## config.mk

```make
export PLATFORM = sky130hd
export DESIGN_NAME = mstk_ctrl
export DESIGN_NICKNAME = d
export VERILOG_FILES = /design/src/hdl/assert_macros.svh /design/src/hdl/mstk_pkg.sv /design/src/hdl/mstk_ctrl.sv
export SDC_FILE = /design/constraint.sdc
export NUM_CORES = 1
export LEC_CHECK = 0
export ABC_AREA = 1
export BUFFER_PORTS_ARGS = -buffer_cell sky130_fd_sc_hd__buf_4
export CORE_AREA = 2 2 39 41
export DETAILED_ROUTE_END_ITERATION = 16
export DIE_AREA = 0 0 41 43
export GPL_TIMING_DRIVEN = 0
export PLACE_DENSITY = 0.65
export SLEW_MARGIN = 20
export SYNTH_ARGS = -nofsm -noshare
export SYNTH_HDL_FRONTEND = slang
export SYNTH_SLANG_ARGS = --single-unit
```

## constraint.sdc

```tcl
create_clock -name clk -period 2 [get_ports clk]
set_input_delay 0.1 -clock clk [delete_from_list [all_inputs] [get_ports clk]]
set_output_delay 0.1 -clock clk [all_outputs]
set_load 0.05 [all_outputs]
```

## src/hdl/assert_macros.svh

```systemverilog
// Assertion helpers shared by the RTL.
`ifndef ASSERT_MACROS_SVH
`define ASSERT_MACROS_SVH

// Same-cycle implication, disabled during reset.
`define ASSERT_IMPL(lbl, clk, rst, ante, cons) \
  lbl: assert property (@(posedge clk) disable iff (rst) (ante) |-> (cons)) \
    else $error("assertion failed");

// Next-cycle implication, disabled during reset.
`define ASSERT_NEXT(lbl, clk, rst, ante, cons) \
  lbl: assert property (@(posedge clk) disable iff (rst) (ante) |=> (cons)) \
    else $error("assertion failed");

`endif

```

## src/hdl/mstk_pkg.sv

```systemverilog
package mstk_pkg;

  localparam int MAX_VERTICES = 32;
  localparam int VERT_BITS    = 5;
  localparam int VC_BITS      = 6;
  localparam int W_BITS       = 16;
  localparam int SUM_BITS     = 21;
  localparam int RANK_BITS    = 3;
  localparam int RANK_MAX     = 7;

  typedef enum logic [3:0] {
    ST_IDLE,
    ST_INIT,
    ST_SCAN_START,
    ST_SCAN,
    ST_TAKE,
    ST_FIND_A,
    ST_COMP_A,
    ST_SETUP_B,
    ST_FIND_B,
    ST_COMP_B,
    ST_JOIN,
    ST_PUSH,
    ST_FINISH
  } state_t;

  typedef enum logic [3:0] {
    OP_NONE,
    OP_INIT,
    OP_SCAN_START,
    OP_SCAN,
    OP_TAKE,
    OP_FIND,
    OP_COMP,
    OP_SETUP_B,
    OP_JOIN,
    OP_PUSH,
    OP_FINISH
  } op_t;

  typedef struct packed {
    op_t  op;
    logic busy;
  } cmd_t;

  typedef struct packed {
    logic final_in;
    logic stored_zero;
    logic scan_done;
    logic have_best;
    logic root_hit;
    logic same_set;
    logic push_done;
    logic tree_done;
    logic out_free;
  } sts_t;

endpackage

```

## src/hdl/mstk_ctrl.sv

```systemverilog
module mstk_ctrl (
  input  logic            clk,
  input  logic            rst,
  input  mstk_pkg::sts_t  sts,
  output mstk_pkg::cmd_t  cmd
);

  mstk_pkg::state_t state, state_next;

  always_ff @(posedge clk) begin
    if (rst) begin
      state <= mstk_pkg::ST_IDLE;
    end else begin
      state <= state_next;
    end
  end

  always_comb begin
    state_next = state;
    cmd.op     = mstk_pkg::OP_NONE;
    cmd.busy   = 1'b1;
    unique case (state)
      mstk_pkg::ST_IDLE: begin
        cmd.busy = 1'b0;
        if (sts.final_in) state_next = mstk_pkg::ST_INIT;
      end
      mstk_pkg::ST_INIT: begin
        cmd.op     = mstk_pkg::OP_INIT;
        state_next = sts.stored_zero ? mstk_pkg::ST_FINISH : mstk_pkg::ST_SCAN_START;
      end
      mstk_pkg::ST_SCAN_START: begin
        cmd.op     = mstk_pkg::OP_SCAN_START;
        state_next = mstk_pkg::ST_SCAN;
      end
      mstk_pkg::ST_SCAN: begin
        cmd.op = mstk_pkg::OP_SCAN;
        if (sts.scan_done) begin
          state_next = sts.have_best ? mstk_pkg::ST_TAKE : mstk_pkg::ST_FINISH;
        end
      end
      mstk_pkg::ST_TAKE: begin
        cmd.op     = mstk_pkg::OP_TAKE;
        state_next = mstk_pkg::ST_FIND_A;
      end
      mstk_pkg::ST_FIND_A: begin
        cmd.op = mstk_pkg::OP_FIND;
        if (sts.root_hit) state_next = mstk_pkg::ST_COMP_A;
      end
      mstk_pkg::ST_COMP_A: begin
        cmd.op = mstk_pkg::OP_COMP;
        if (sts.root_hit) state_next = mstk_pkg::ST_SETUP_B;
      end
      mstk_pkg::ST_SETUP_B: begin
        cmd.op     = mstk_pkg::OP_SETUP_B;
        state_next = mstk_pkg::ST_FIND_B;
      end
      mstk_pkg::ST_FIND_B: begin
        cmd.op = mstk_pkg::OP_FIND;
        if (sts.root_hit) state_next = mstk_pkg::ST_COMP_B;
      end
      mstk_pkg::ST_COMP_B: begin
        cmd.op = mstk_pkg::OP_COMP;
        if (sts.root_hit) state_next = mstk_pkg::ST_JOIN;
      end
      mstk_pkg::ST_JOIN: begin
        cmd.op     = mstk_pkg::OP_JOIN;
        state_next = sts.same_set ? mstk_pkg::ST_SCAN_START : mstk_pkg::ST_PUSH;
      end
      mstk_pkg::ST_PUSH: begin
        cmd.op = mstk_pkg::OP_PUSH;
        if (sts.push_done) begin
          state_next = sts.tree_done ? mstk_pkg::ST_FINISH : mstk_pkg::ST_SCAN_START;
        end
      end
      mstk_pkg::ST_FINISH: begin
        cmd.op = mstk_pkg::OP_FINISH;
        if (sts.out_free) state_next = mstk_pkg::ST_IDLE;
      end
      default: begin
        state_next = mstk_pkg::ST_IDLE;
      end
    endcase
  end

endmodule

```

# Word-level counts from Yosys, hierarchy flattened
# Cells that the tools add are included.
# word_totals
memories	0
latch_bits	0
input_bits	11
rom_bits	0
out_inout_bits	5
register_bits	4
ram_bits	0
# classes
magnitude_cmp	0
shifts	0
mux	15
n_addsub	0
n_bitwise	0
n_div	0
reduce_logical	4
n_eq_ne	20
multipliers	0
# op_table
cell	n
one-hot mux 4 bit (13 select lines)	1
2-to-1 mux 4 bit	12
one-hot mux 4 bit (10 select lines)	1
equality test 4 bit, second input constant	5
equality test 4 x 3 -> 1 bit, second input constant	4
inequality test 2 bit, second input constant	8
equality test 4 x 2 -> 1 bit, second input constant	2
AND reduction 8 bit	1
equality test 4 x 1 -> 1 bit, second input constant	1
logical NOT 4 bit	1
OR reduction 2 bit	2
2-to-1 mux 1 bit	1

# Depth between registers and ports, before layout
# logic_depth
depth_word	3
depth_mapped	10

# Least setup slack after synthesis
# OpenSTA, ideal clock, no wires.
# synth_path
kind	register -> output
from	register state[1]
to	output cmd[2] (netlist name)
slack_ns	0.267
required_ns	1.900
n_path_buf	1
t_arrival_ns	1.633
stages_incl_launch_ff	4
cell_sequence	dfxtp_1 buf_6 inv_1 o21ai_0
# synth_rtl
element	line	rtl
from (decl)	mstk_ctrl.sv:8	mstk_pkg::state_t state, state_next;
from (signal assigned)	mstk_ctrl.sv:12	state <= mstk_pkg::ST_IDLE;
from (signal assigned)	mstk_ctrl.sv:14	state <= state_next;
to (decl)	mstk_ctrl.sv:5	output mstk_pkg::cmd_t cmd

==> flow_metrics.tcl <==
set metrics [dict create \
    outcome "complete, no violations" \
    whs_ns 0.04129 \
    hpwlAfterDp_um 892.1 \
    synth_top_cell_area_share_pct 15.31 \
    synth_cell_types 20 \
    grt_remaining_overflow 0 \
    setup.worst_path.start_class "register" \
    post_synth_main_area_contributors "dfxtp_1 (15%), nand3_1 (12%), nand2_1 (7.9%), inv_1 (7.2%), nor2_1 (7.2%)" \
    placed_area_um2 655.6 \
    synth.yosys.seq_area_share_pct 15.31 \
    final_cell_area_um2 678.2 \
    vias 595 \
    first_pass_iters 4 \
    clk_latency_ns 0.24 \
    yosys.area.top_type "dfxtp_1" \
    initialDrtViolationCount 9 \
    pwr_density_cell_nw_per_um2 1821 \
    cts_root_buf "clkbuf_4" \
    ys_warns 0 \
    htree_num_levels 1 \
    post-cts-setup-buffer-count 0 \
    cp_max_fo 8 \
    total_number_of_cells_along_the_worst_setup_path 5 \
    cts_made_buffers 3 \
    layout.core_utilization_pct 49.01 \
    tns_ns 0 \
    drt-vias-per-instance 5.042 \
    clkSlewWorstSetupHoldPaths_ns 0.04 \
    drive_gt1_share_pct 36.27 \
    reg_top3 "state x4" \
    initial_core_util_pct 37.79 \
    die_h_um 43 \
    synth_fp_nets 95 \
    largest_register_ffs 4 \
    buffer_ports.inserted 15 \
    drc 0 \
    core_um2 1384 \
    synthToLayoutAreaGrowth_pct 29.66 \
    worstPathBufferInverterCount 3 \
    holdCritPathClass "in -> reg" \
    timing.setup.critical_path_class "reg -> out" \
    fin_crit_sh_pct 76.23 \
    routed_wl_mm 1.145 \
    worst_clock_skew_ns 0.008144 \
    crit_path_cell_trace "inv_2 > nor2_8 > inv_1 > o22ai_1 > buf_4" \
    cpLargestDelayFamily "flip-flops" \
    rsz0062_at_grt "no" \
    tritoncts "yes" \
    final_period_minus_worst_setup_slack_ns 1.525 \
    fin_nets 115 \
    maximum_clock_frequency_mhz 655.9 \
    max-vdd-ir-drop_mv 0.5781 \
    floorplan.die_area_um2 1763 \
    grt_start_max_net_pins 9 \
    endpoint_kind "output port" \
    clk_path_buf_depth 2 \
    required_ns 1.90 \
    total_setup_violations_reported_at_the_end_of_the_flow 0 \
    worst_path_largest_cell_delay_ns 0.47 \
    postSynthCellCount 84 \
    cp_data_arrival_time_ns 1.42 \
    cts_sinks 4 \
    grt_antenna_before_repair 0 \
    final_hold_viol_count 0 \
    fillCellCount 149 \
    chipWidth_um 41 \
    timing_max_transition_violations_final 0 \
    timing.reg2reg.worst_path_depth 10 \
    max_slew.worst_pin.slew_ns 0.2811 \
    totalPowerFinal_mw 1.235 \
    design.portCount 16 \
    rows 14 \
    post_synthesis_cell_area_um2 523.0 \
    wl_per_cell_um 9.703 \
    power.static_leakage_nw 0.3477 \
    largest_register "state" \
    gr-usage-all-layers_pct 15.36 \
    place.gp.congestion 0.8453 \
    drv_cap 0 \
    number_of_global_route_vias_before_repair 489 \
    ctsResizeCount 0 \
    post_synth.cell_area_avg_um2 6.226 \
    detail-route-antenna-nets 0 \
    synthesized_flop_and_latch_total 4 \
    antenna_cells_inserted 0 \
    maxSlewHeadroom_pct 81.23 \
    cp_slowest_cell "dfxtp_1" \
    grt_pass1_wl_mm 1.869 \
    post_cts_hold_buffer_count 0 \
    holdPathStages 2 \
]
[per-stage QoR]
step           std cells  setup slack, ns
3_3_place_gp         115           0.6739
4_1_cts              118           0.4707
6_report             118           0.4753
5_1_grt              118           0.4054
3_5_place_dp         115           0.6637
2_1_floorplan         84           0.2674
[layout by cell type, fill, tap and decap left out, drive strengths merged, types with 2 or more instances in the layout]
master,synthesis,routed
o21ai,5,5
a21oi,4,4
nand3b,3,3
nor2,14,14
inv,13,13
o22ai,2,2
buf,3,18
nand2,18,18
clkbuf,0,3
nand4,2,2
dfxtp,4,4
nand3,15,15
[worst paths after layout]
path                                  to  slack [ns]  startpoint
worst max-delay path              cmd[1]        0.48    state[3]
worst min-delay path            state[2]        0.04         rst
worst max register to register  state[3]        0.64    state[2]
worst min register to register  state[1]        0.59    state[1]
[logic make-up (layout without fill, tap and decap cells)]
group	count (synthesis)	after routing	synth area share (%)
buffers and inverters	16	34	14.59
flip-flops	4	4	15.31
AND/OR/NAND/NOR	52	52	57.65
AO/OA/AOI/OAI	12	12	12.44
[area by class of cell]
cell class	instances	area, µm²	area share, %
multi-input combinational	64	366.6	54.06
timing repair buffer	15	112.6	16.61
sequential	4	80.08	11.81
inverter	13	48.80	7.196
buffer	3	27.53	4.059
clock buffer	3	22.52	3.321
tap	16	20.02	2.952
[synthesized netlist by cell type (all sizes together)]
cell type and number:
a211oi 1, a21oi 4, buf 3, dfxtp 4
inv 13, nand2 18, nand3 15, nand3b 3
nand4 2, nor2 14, o21ai 5, o22ai 2
[metal layers]
metal	GRT usage, %	routed length, µm
met5	0	0
met4	4.000	10
met2	20.63	533
met1	21.22	539
met3	7.853	61
[where the power goes]
part           switching [mW]  leakage, nW  internal, mW
clock                  0.0348       0.0138        0.0672
combinational           0.672        0.301         0.318
sequential             0.0286       0.0328         0.115
No activity file was read; power rests on OpenSTA's default activity.
